## src/design/bsel_pkg.sv

```systemverilog
// Shared types, codes and a helper function for the backend selector.
package bsel_pkg;

  // Default sizes for the top-level parameters.
  localparam int MAX_BACKENDS_DEF = 8;
  localparam int WEIGHT_WIDTH_DEF = 8;
  localparam int COUNT_WIDTH_DEF  = 16;

  // Fixed field widths.
  localparam int INDEX_W = 3;   // backend_index and selected_backend
  localparam int LIVE_W  = 4;   // backend_count, walk counter, pointer
  localparam int SLOT_W  = 8;   // one weight slot in the weight table
  localparam int TABLE_W = 64;  // the packed weight table
  localparam int SCORE_W = 16;  // running score of smooth weighted round robin
  localparam int SUM_W   = 18;  // score plus or minus one weight or the total
  localparam int TOTAL_W = 12;  // sum of up to fifteen 8-bit weights
  localparam int CFG_IDX_W = 2;

  // Configuration register indexes.
  localparam logic [CFG_IDX_W-1:0] REG_POLICY  = 2'd0;
  localparam logic [CFG_IDX_W-1:0] REG_COUNT   = 2'd1;
  localparam logic [CFG_IDX_W-1:0] REG_WEIGHTS = 2'd2;

  // Policy codes; the unused code behaves as round robin.
  localparam logic [1:0] POL_RR       = 2'd0;
  localparam logic [1:0] POL_WEIGHTED = 2'd1;
  localparam logic [1:0] POL_LEAST    = 2'd2;

  typedef enum logic [1:0] {
    CMD_PICK      = 2'd0,
    CMD_RELEASE   = 2'd1,
    CMD_MARK_DOWN = 2'd2,
    CMD_MARK_UP   = 2'd3
  } command_t;

  typedef enum logic [1:0] {
    ST_OK          = 2'd0,
    ST_NO_BACKENDS = 2'd1,
    ST_NO_HEALTHY  = 2'd2
  } status_t;

  typedef struct packed {
    command_t           command;
    logic [INDEX_W-1:0] backend_index;
  } request_t;

  typedef struct packed {
    status_t            status;
    logic [INDEX_W-1:0] selected_backend;
  } result_t;

  typedef enum logic [2:0] {
    S_IDLE,
    S_DISPATCH,
    S_RR_SCAN,
    S_WALK,
    S_INC_RD,
    S_INC_WR,
    S_REL_RD,
    S_REL_WR
  } state_t;

  // Clamp a widened sum back into the signed score range.
  function automatic logic signed [SCORE_W-1:0] sat_score(input logic signed [SUM_W-1:0] v);
    logic fits;
    fits = (v[SUM_W-1:SCORE_W-1] == '0) || (v[SUM_W-1:SCORE_W-1] == '1);
    if (fits) begin
      return v[SCORE_W-1:0];
    end else if (v[SUM_W-1]) begin
      return {1'b1, {(SCORE_W-1){1'b0}}};
    end else begin
      return {1'b0, {(SCORE_W-1){1'b1}}};
    end
  endfunction

endpackage

```

## src/design/backend_selector.sv

```systemverilog
// Backend selector: round robin, smooth weighted round robin and least connections.
//
// One command beat is taken when start is high and busy is low; exactly one result
// beat follows on result, marked by done for a single cycle, and the receiver cannot
// hold it off. Health commands finish in the dispatch state, releases after a read and
// a write of the connection memory. A round robin pick scans the n backends in use
// from the pointer and stops early when a healthy entry is found; the weighted and
// least-connection policies have a sequencer walk the backend entries one per cycle
// against the score and connection memories. busy stays high for the whole item.
// Scores and connection counts start at zero after reset without a clearing pass.
module backend_selector #(
  parameter int MAX_BACKENDS = bsel_pkg::MAX_BACKENDS_DEF,
  parameter int WEIGHT_WIDTH = bsel_pkg::WEIGHT_WIDTH_DEF,
  parameter int COUNT_WIDTH  = bsel_pkg::COUNT_WIDTH_DEF
) (
  input  logic                                  clk,
  input  logic                                  rst,
  input  logic                                  start,
  output logic                                  busy,
  input  bsel_pkg::request_t                    request,
  output logic                                  done,
  output bsel_pkg::result_t                     result,
  input  logic                                  cfg_write,
  input  logic [bsel_pkg::CFG_IDX_W-1:0]        cfg_index,
  input  logic [bsel_pkg::TABLE_W-1:0]          cfg_data
);
  import bsel_pkg::*;

  localparam int IDX_W = $clog2(MAX_BACKENDS);
  localparam logic [SLOT_W-1:0] WMASK =
    (WEIGHT_WIDTH >= SLOT_W) ? {SLOT_W{1'b1}} : SLOT_W'((1 << WEIGHT_WIDTH) - 1);

  // Configuration registers.
  logic [1:0]         policy_mode;
  logic [LIVE_W-1:0]  backend_count;
  logic [TABLE_W-1:0] weight_table;

  // Sequencer and per-item registers.
  state_t             state, state_next;
  command_t           cmd;
  logic [INDEX_W-1:0] idx;
  logic [LIVE_W-1:0]  k, k_next;
  logic [LIVE_W-1:0]  rr_pointer, rr_pointer_next;
  logic [LIVE_W-1:0]  rr_p, rr_p_next;
  logic [LIVE_W-1:0]  chosen, chosen_next;
  logic               found, found_next;
  logic signed [SCORE_W-1:0] best_score, best_score_next;
  logic [COUNT_WIDTH-1:0]    best_conn, best_conn_next;
  logic [TOTAL_W-1:0]        total, total_next;
  logic               ev_valid;
  logic [LIVE_W-1:0]  ev_idx;
  logic [MAX_BACKENDS-1:0] health;

  // Memories, their valid bits and registered read data.
  logic signed [SCORE_W-1:0] score_mem [MAX_BACKENDS];
  logic [COUNT_WIDTH-1:0]    conn_mem  [MAX_BACKENDS];
  logic [MAX_BACKENDS-1:0]   score_valid, conn_valid;
  logic signed [SCORE_W-1:0] score_rd;
  logic [COUNT_WIDTH-1:0]    conn_rd;
  logic                      score_rd_valid, conn_rd_valid;

  // Memory port controls.
  logic                      score_we, conn_we, issue;
  logic [IDX_W-1:0]          score_raddr, score_waddr, conn_raddr, conn_waddr;
  logic signed [SCORE_W-1:0] score_wdata;
  logic [COUNT_WIDTH-1:0]    conn_wdata;
  logic                      health_we;
  logic                      finish;
  result_t                   fin_result;

  // Shared decode.
  logic [LIVE_W-1:0]  n_live;
  logic               mode_weighted, mode_least;
  logic               idx_in_range, cand_healthy, ev_healthy, walk_done, scan_last;
  logic [LIVE_W-1:0]  rr_adv;
  logic [SLOT_W-1:0]  weight;
  logic signed [SCORE_W-1:0] score_eff, score_upd, score_sub;
  logic [COUNT_WIDTH-1:0]    conn_eff;

  assign n_live = (int'(backend_count) > MAX_BACKENDS) ? LIVE_W'(MAX_BACKENDS) : backend_count;
  assign mode_weighted = (policy_mode == POL_WEIGHTED);
  assign mode_least    = (policy_mode == POL_LEAST);
  assign idx_in_range  = ({1'b0, idx} < n_live);
  assign cand_healthy  = health[IDX_W'(rr_p)];
  assign ev_healthy    = health[IDX_W'(ev_idx)];
  assign walk_done     = (k == n_live) && !ev_valid;
  assign scan_last     = (({1'b0, k} + 5'd1) == {1'b0, n_live});
  assign rr_adv = (({1'b0, rr_p} + 5'd1) == {1'b0, n_live}) ? '0 : rr_p + LIVE_W'(1);
  assign busy   = (state != S_IDLE);

  // Weight of the entry under evaluation; slots past the eighth weigh nothing.
  assign weight = ev_idx[LIVE_W-1] ? '0 : (weight_table[{ev_idx[2:0], 3'b000} +: SLOT_W] & WMASK);

  assign score_eff = score_rd_valid ? score_rd : '0;
  assign conn_eff  = conn_rd_valid ? conn_rd : '0;
  assign score_upd = sat_score({{(SUM_W-SCORE_W){score_eff[SCORE_W-1]}}, score_eff}
                               + {{(SUM_W-SLOT_W){1'b0}}, weight});
  assign score_sub = sat_score({{(SUM_W-SCORE_W){best_score[SCORE_W-1]}}, best_score}
                               - {{(SUM_W-TOTAL_W){1'b0}}, total});

  // Next-state logic of the sequencer.
  always_comb begin
    state_next = state;
    unique case (state)
      S_IDLE: begin
        if (start) state_next = S_DISPATCH;
      end
      S_DISPATCH: begin
        unique case (cmd)
          CMD_PICK: begin
            if (n_live == '0) state_next = S_IDLE;
            else if (mode_weighted || mode_least) state_next = S_WALK;
            else state_next = S_RR_SCAN;
          end
          CMD_RELEASE: state_next = idx_in_range ? S_REL_RD : S_IDLE;
          default: state_next = S_IDLE;
        endcase
      end
      S_RR_SCAN: begin
        if (cand_healthy) state_next = S_INC_RD;
        else if (scan_last) state_next = S_IDLE;
      end
      S_WALK: begin
        if (walk_done) state_next = found ? S_INC_RD : S_IDLE;
      end
      S_INC_RD: state_next = S_INC_WR;
      S_INC_WR: state_next = S_IDLE;
      S_REL_RD: state_next = S_REL_WR;
      S_REL_WR: state_next = S_IDLE;
      default:  state_next = S_IDLE;
    endcase
  end

  // Datapath controls and register updates for each sequencer step.
  always_comb begin
    k_next          = k;
    rr_p_next       = rr_p;
    rr_pointer_next = rr_pointer;
    chosen_next     = chosen;
    found_next      = found;
    best_score_next = best_score;
    best_conn_next  = best_conn;
    total_next      = total;
    issue           = 1'b0;
    score_we        = 1'b0;
    score_waddr     = '0;
    score_wdata     = score_upd;
    score_raddr     = '0;
    conn_we         = 1'b0;
    conn_waddr      = '0;
    conn_wdata      = '0;
    conn_raddr      = '0;
    health_we       = 1'b0;
    finish          = 1'b0;
    fin_result      = '{status: ST_OK, selected_backend: '0};
    unique case (state)
      S_IDLE: begin
      end
      S_DISPATCH: begin
        k_next     = '0;
        found_next = 1'b0;
        total_next = '0;
        rr_p_next  = (rr_pointer < n_live) ? rr_pointer : '0;
        unique case (cmd)
          CMD_PICK: begin
            if (n_live == '0) begin
              finish            = 1'b1;
              fin_result.status = ST_NO_BACKENDS;
            end
          end
          CMD_RELEASE: begin
            finish = !idx_in_range;
          end
          default: begin
            health_we = idx_in_range;
            finish    = 1'b1;
          end
        endcase
      end
      S_RR_SCAN: begin
        if (cand_healthy) begin
          chosen_next     = rr_p;
          rr_pointer_next = rr_adv;
        end else begin
          rr_p_next = rr_adv;
          k_next    = k + LIVE_W'(1);
          if (scan_last) begin
            finish            = 1'b1;
            fin_result.status = ST_NO_HEALTHY;
          end
        end
      end
      S_WALK: begin
        // Read entry k while the previous read is evaluated.
        issue = (k != n_live);
        if (issue) begin
          k_next      = k + LIVE_W'(1);
          score_raddr = IDX_W'(k);
          conn_raddr  = IDX_W'(k);
        end
        if (ev_valid && ev_healthy) begin
          if (mode_weighted) begin
            score_we    = 1'b1;
            score_waddr = IDX_W'(ev_idx);
            total_next  = total + TOTAL_W'(weight);
            if (!found || score_upd > best_score) begin
              found_next      = 1'b1;
              chosen_next     = ev_idx;
              best_score_next = score_upd;
            end
          end else if (!found || conn_eff < best_conn) begin
            found_next     = 1'b1;
            chosen_next    = ev_idx;
            best_conn_next = conn_eff;
          end
        end
        if (walk_done && !found) begin
          finish            = 1'b1;
          fin_result.status = ST_NO_HEALTHY;
        end
      end
      S_INC_RD: begin
        // Take the total weight off the weighted winner and fetch its count.
        conn_raddr = IDX_W'(chosen);
        if (mode_weighted) begin
          score_we    = 1'b1;
          score_waddr = IDX_W'(chosen);
          score_wdata = score_sub;
        end
      end
      S_INC_WR: begin
        conn_we    = 1'b1;
        conn_waddr = IDX_W'(chosen);
        conn_wdata = (conn_eff == '1) ? conn_eff : conn_eff + COUNT_WIDTH'(1);
        finish     = 1'b1;
        fin_result.selected_backend = chosen[INDEX_W-1:0];
      end
      S_REL_RD: begin
        conn_raddr = IDX_W'(idx);
      end
      S_REL_WR: begin
        conn_we    = 1'b1;
        conn_waddr = IDX_W'(idx);
        conn_wdata = (conn_eff == '0) ? conn_eff : conn_eff - COUNT_WIDTH'(1);
        finish     = 1'b1;
      end
      default: begin
      end
    endcase
  end

  // Control registers, configuration, health marks and valid bits.
  always_ff @(posedge clk) begin
    if (rst) begin
      state         <= S_IDLE;
      done          <= 1'b0;
      ev_valid      <= 1'b0;
      rr_pointer    <= '0;
      policy_mode   <= POL_RR;
      backend_count <= LIVE_W'(1);
      weight_table  <= {(TABLE_W/SLOT_W){8'h01}};
      health        <= '1;
      score_valid   <= '0;
      conn_valid    <= '0;
    end else begin
      state      <= state_next;
      done       <= finish;
      ev_valid   <= issue;
      rr_pointer <= rr_pointer_next;
      if (health_we) health[IDX_W'(idx)] <= (cmd == CMD_MARK_UP);
      if (score_we) score_valid[score_waddr] <= 1'b1;
      if (conn_we) conn_valid[conn_waddr] <= 1'b1;
      if (cfg_write) begin
        if (cfg_index == REG_POLICY) policy_mode <= cfg_data[1:0];
        if (cfg_index == REG_WEIGHTS) weight_table <= cfg_data;
        if (cfg_index == REG_COUNT) begin
          backend_count <= cfg_data[LIVE_W-1:0];
          if (cfg_data[LIVE_W-1:0] != backend_count) score_valid <= '0;
        end
      end
    end
  end

  // Payload registers of the item in progress and the result beat.
  always_ff @(posedge clk) begin
    if (state == S_IDLE && start) begin
      cmd <= request.command;
      idx <= request.backend_index;
    end
    k          <= k_next;
    rr_p       <= rr_p_next;
    chosen     <= chosen_next;
    found      <= found_next;
    best_score <= best_score_next;
    best_conn  <= best_conn_next;
    total      <= total_next;
    ev_idx     <= k;
    if (finish) result <= fin_result;
  end

  // Score memory: one write and one registered read each cycle.
  always_ff @(posedge clk) begin
    if (score_we) score_mem[score_waddr] <= score_wdata;
    score_rd       <= score_mem[score_raddr];
    score_rd_valid <= score_valid[score_raddr];
  end

  // Connection count memory: one write and one registered read each cycle.
  always_ff @(posedge clk) begin
    if (conn_we) conn_mem[conn_waddr] <= conn_wdata;
    conn_rd       <= conn_mem[conn_raddr];
    conn_rd_valid <= conn_valid[conn_raddr];
  end

  // A result beat only appears once the sequencer is back in idle.
  a_done_idle: assert property (@(posedge clk) disable iff (rst) done |-> !busy)
    else $error("result beat while the sequencer is busy");

  // An accepted command keeps the block busy on the next cycle.
  a_accept_busy: assert property (@(posedge clk) disable iff (rst) (start && !busy) |=> busy)
    else $error("accepted command did not start the sequencer");

  // Failed results carry backend zero; non-pick results do too, but only failures are checked.
  a_fail_zero: assert property (@(posedge clk) disable iff (rst)
      (done && result.status != ST_OK) |-> (result.selected_backend == '0))
    else $error("failed pick reports a backend");

  // The walk counter never passes the number of live backends.
  a_walk_bound: assert property (@(posedge clk) disable iff (rst)
      (state == S_WALK || state == S_RR_SCAN) |-> (k <= n_live))
    else $error("walk counter beyond live backends");

  // A chosen backend is always one of the live entries.
  a_chosen_live: assert property (@(posedge clk) disable iff (rst)
      (state == S_INC_RD) |-> (chosen < n_live && health[IDX_W'(chosen)]))
    else $error("chosen backend is not a healthy live entry");

endmodule

```

## config.mk

```make
export PLATFORM = sky130hd
export DESIGN_NAME = backend_selector
export DESIGN_NICKNAME = d
export VERILOG_FILES = /design/src/design/bsel_pkg.sv /design/src/design/backend_selector.sv
export SDC_FILE = /design/constraint.sdc
export NUM_CORES = 1
export LEC_CHECK = 0
export BUFFER_PORTS_ARGS = -buffer_cell sky130_fd_sc_hd__buf_4
export CAP_MARGIN = 15
export CORE_UTILIZATION = 60
export DETAILED_ROUTE_END_ITERATION = 7
export PLACE_DENSITY_LB_ADDON = 0.1
export REMOVE_ABC_BUFFERS = 1
export SYNTH_ARGS = -nofsm -noshare
export SYNTH_HDL_FRONTEND = slang
export SYNTH_SLANG_ARGS = --single-unit
```

## constraint.sdc

```tcl
create_clock -name clk -period 18.6 [get_ports clk]
set_input_delay 3.72 -clock clk [delete_from_list [all_inputs] [get_ports clk]]
set_output_delay 3.72 -clock clk [all_outputs]
set_load 0.03 [all_outputs]
```

==> impl_metrics.py <==
metrics = {
    "clocking": {
        "cts_tree": "done",
        "cts_root_buf": "clkbuf_16",
        "post_cts_buffers": 0,
        "cts_resized": 0,
        "clk_latency_ns": 0.58,
        "path_clk_slew_ns": 0.06,
        "cts_hold_buf": 0,
        "numCtsBuffers": 47,
        "htreeDepth": 2,
        "cts.sinks": 463,
        "clockBufferDepth": 3,
    },
    "worst_setup_path": {
        "crit_arrival_ns": 7.59,
        "crit_chain": "mux4_2 > nand2_1 > a21oi_1 > ha_1 > inv_1 > fa_1 > nand2b_1 > a21oi_1 > o311ai_0 > a211oi_1 > nor2_1 > o31a_1 > a21oi_1 > ha_1 > nand4_1 > nor2_1 > and4_1 > o21ai_0 > o2111ai_1 > a21oi_1 > nor2_1 > buf_4",
        "cp-end-kind": "flip-flop",
        "crit_slowest_cell": "dfxtp_1",
        "worstPathMaxFanout": 25,
        "cp_top_family": "compound AO/OA/AOI/OAI gates",
        "critPathMostFrequentCell": "a21oi_1",
        "rr_worst_depth": 22,
        "worstReg2RegEnd": "best_score[9]$_DFFE_PP_",
        "setup.worst_path.class": "flip-flop to flip-flop",
        "cp.required_ns": 18.88,
        "worstSetupStartpointType": "flip-flop",
        "rr_startpoint": "ev_idx[1]$_DFF_P_",
        "cp_num_buf_inv": 2,
        "slowest_delay_ns": 1.06,
        "cp-endpoint": "best_score[9]$_DFFE_PP_",
        "r2r_slack_ns": 11.29,
        "cp-startpoint": "ev_idx[1]$_DFF_P_",
        "cp.depth": 22,
    },
    "global_routing": {
        "antenna_found_initial": 0,
        "grtUsageMet3_pct": 3.42,
        "met1_usage_pct": 41.3,
        "grt_pass1_vias": 14500,
        "grt_pass1_wl_um": 79800,
        "grt_busiest_layer": "met2",
        "grt_overflow": 0,
        "grt_usage_pct": 28.6,
        "use_met2_pct": 44.3,
        "grt_start_max_net_pins": 65,
    },
    "sta": {
        "fin_crit_sh_pct": 39.3,
        "period_needed_ns": 7.31,
        "report.final.setup_viol": 0,
        "timing.slew.headroom_pct": 25.2,
        "max_freq_mhz": 137,
        "finalHoldViolCount": 0,
        "drv_slew": 0,
        "worst_pin_slew_ns": 1.12,
        "skew_ns": 0.0139,
        "tns_ns": 0,
        "rsz0062_at_grt": "no",
    },
    "floorplan": {
        "die_y_um": 192,
        "io-pin-count": 82,
        "start_util_pct": 60.8,
        "rows": 69,
        "die-area_sq_mm": 0.0368,
        "die_w_um": 192,
        "core-area_sq_mm": 0.0356,
    },
    "synthesis": {
        "yosysSeqAreaShare_pct": 57.7,
        "synthesis.area_sq_mm": 0.0216,
        "ys_types": 77,
        "synth.avg_cell_area_sq_um": 11.6,
        "synth-seq-cells": 463,
        "synth_edf_count": 322,
        "async_flop_share_pct": 0,
        "synth_warnings": 0,
        "syn-instance-count": 1869,
        "synthFlopType": "edfxtp_1",
    },
    "drt": {
        "finalWirelength_um": 50500,
        "vias": 14900,
        "wl_per_cell_um": 20.7,
        "drc": 0,
        "viasPerCell": 6.11,
        "first_iter_violations": 1299,
        "drtPass1Iterations": 6,
        "final_antenna_net_count": 0,
    },
    "finish": {
        "layout-drive-gt1-share_pct": 15.3,
        "fillCellCount": 2583,
        "syn_to_final_growth_pct": 12.0,
        "final_nets": 2085,
        "antennaDiodeCount": 0,
    },
    "placed_design": {
        "dpl.hpwl_um": 33600,
        "place_congestion": 0.888,
        "port_buffers": 81,
    },
    "power": {
        "power_density_mw_per_mm2": 88.2,
        "peakVddDrop_mv": 0.0811,
        "power.leakage_nw": 8.92,
        "power_mw": 2.14,
    },
    "job": {
        "max_cap_violations": 0,
    },
    "hold_path": {
        "hp-class": "flip-flop to flip-flop",
    },
    "outcome": {
        "status": "complete, no violations",
    },
}
-- report_power, final --
part           switching, mW  total (mW)  leakage [nW]  internal [mW]
clock network          0.385       0.911         0.707          0.526
logic                 0.0590       0.106          4.22         0.0467
registers             0.0150        1.12          3.99           1.11
total                  0.459        2.14          8.92           1.68
-- area by class of cell --
cell class	count	area, sq um	area share, %
flip-flops and latches	463	12500	51.6
clock inverters	23	231	0.955
clock buffers	65	1240	5.13
repair buffers	114	856	3.53
inverters	82	308	1.27
well taps	461	577	2.38
multi-input cells	1232	8520	35.2
-- stage by stage --
stage	hold WS [ns]	utilization [%]	instance area (sq um)	std cells	setup WS [ns]
floorplan	0.427	-	21300	1777	12.56
global placement	0.441	63.9	22700	2351	11.67
detailed placement	0.445	63.9	22700	2351	11.37
CTS	0.456	68.1	24200	2439	11.31
global route	0.472	68.1	24200	2440	10.76
finish	0.453	68.1	24200	2440	11.29
-- cell families after synthesis --
kind of cell	after synthesis	share of synthesized area [%]
simple gates	665	13.8
flops	463	57.7
compound gates	351	10.4
buf+inv	174	3.19
fa+ha+maj	72	4.25
mux	107	9.13
xor+xnor	37	1.50
-- synthesized netlist by cell type, drive strengths merged, types with 23 or more instances --
library cell	number	area (sq um)
clkbuf	69	259
nor2	158	596
inv	81	304
nand3	55	275
mux4	70	1580
edfxtp	322	9670
a21oi	135	676
o21ai	73	365
buf	23	123
dfxtp	141	2820
and2	26	165
nor3	31	155
mux2	23	259
xnor2	25	219
ha	67	838
nand2	289	1080
-- cells in the final DEF (no fill, tap or decap), drive strengths merged, types with 23 or more instances in the layout --
cell,n
a21oi,135
and2,26
buf,113
clkbuf,66
dfxtp,141
edfxtp,322
ha,67
inv,85
mux2,23
mux4,70
nand2,289
nand3,55
nor2,158
nor3,31
o21ai,73
xnor2,25
-- routing by layer --
metal,share of wire [%],vias to the layer above,routed length (um)
met3,6.2,97,3120
li1,-,6987,-
met5,0,-,0
met1,45,7304,22600
met2,46,532,23100
met4,3.2,0,1600
-- worst min-delay path, stage by stage, from the launching register on --
cell	delay, ns
dfxtp_1	0.31
nand2_1	0.05
a21oi_1	0.05
-- worst min-delay path by stage --
| stage | slack (ns) | from | to | depth (start not counted) |
|---|---|---|---|---|
| after detailed placement | 0.44 | score_valid[1]$_SDFF_PP0_ | score_valid[1]$_SDFF_PP0_ | 1 |
| after CTS | 0.46 | weight_table[47]$_SDFFE_PP0P_ | weight_table[47]$_SDFFE_PP0P_ | 2 |
| after global placement | 0.44 | score_valid[1]$_SDFF_PP0_ | score_valid[1]$_SDFF_PP0_ | 1 |
| after global routing | 0.47 | weight_table[18]$_SDFFE_PP0P_ | weight_table[18]$_SDFFE_PP0P_ | 2 |
| final | 0.45 | weight_table[39]$_SDFFE_PP0P_ | weight_table[39]$_SDFFE_PP0P_ | 2 |
| after floorplan | 0.43 | weight_table[61]$_SDFFE_PP0P_ | weight_table[61]$_SDFFE_PP0P_ | 2 |
-- sequential cells by signal (all words and copies together), names as in the netlist, 2 cells and up --
register / count
best_score: 16
state: 3
rr_pointer: 4
policy_mode: 2
backend_count: 4
idx: 3
k: 4
best_conn: 16
weight_table: 64
result: 5
score_mem: 128
ev_idx: 4
score_valid: 8
cmd: 2
total: 12
conn_valid: 8
conn_rd: 16
score_rd: 16
rr_p: 4
health: 8
chosen: 3
conn_mem: 128
Note: power is estimated with default switching activity, not from simulation.
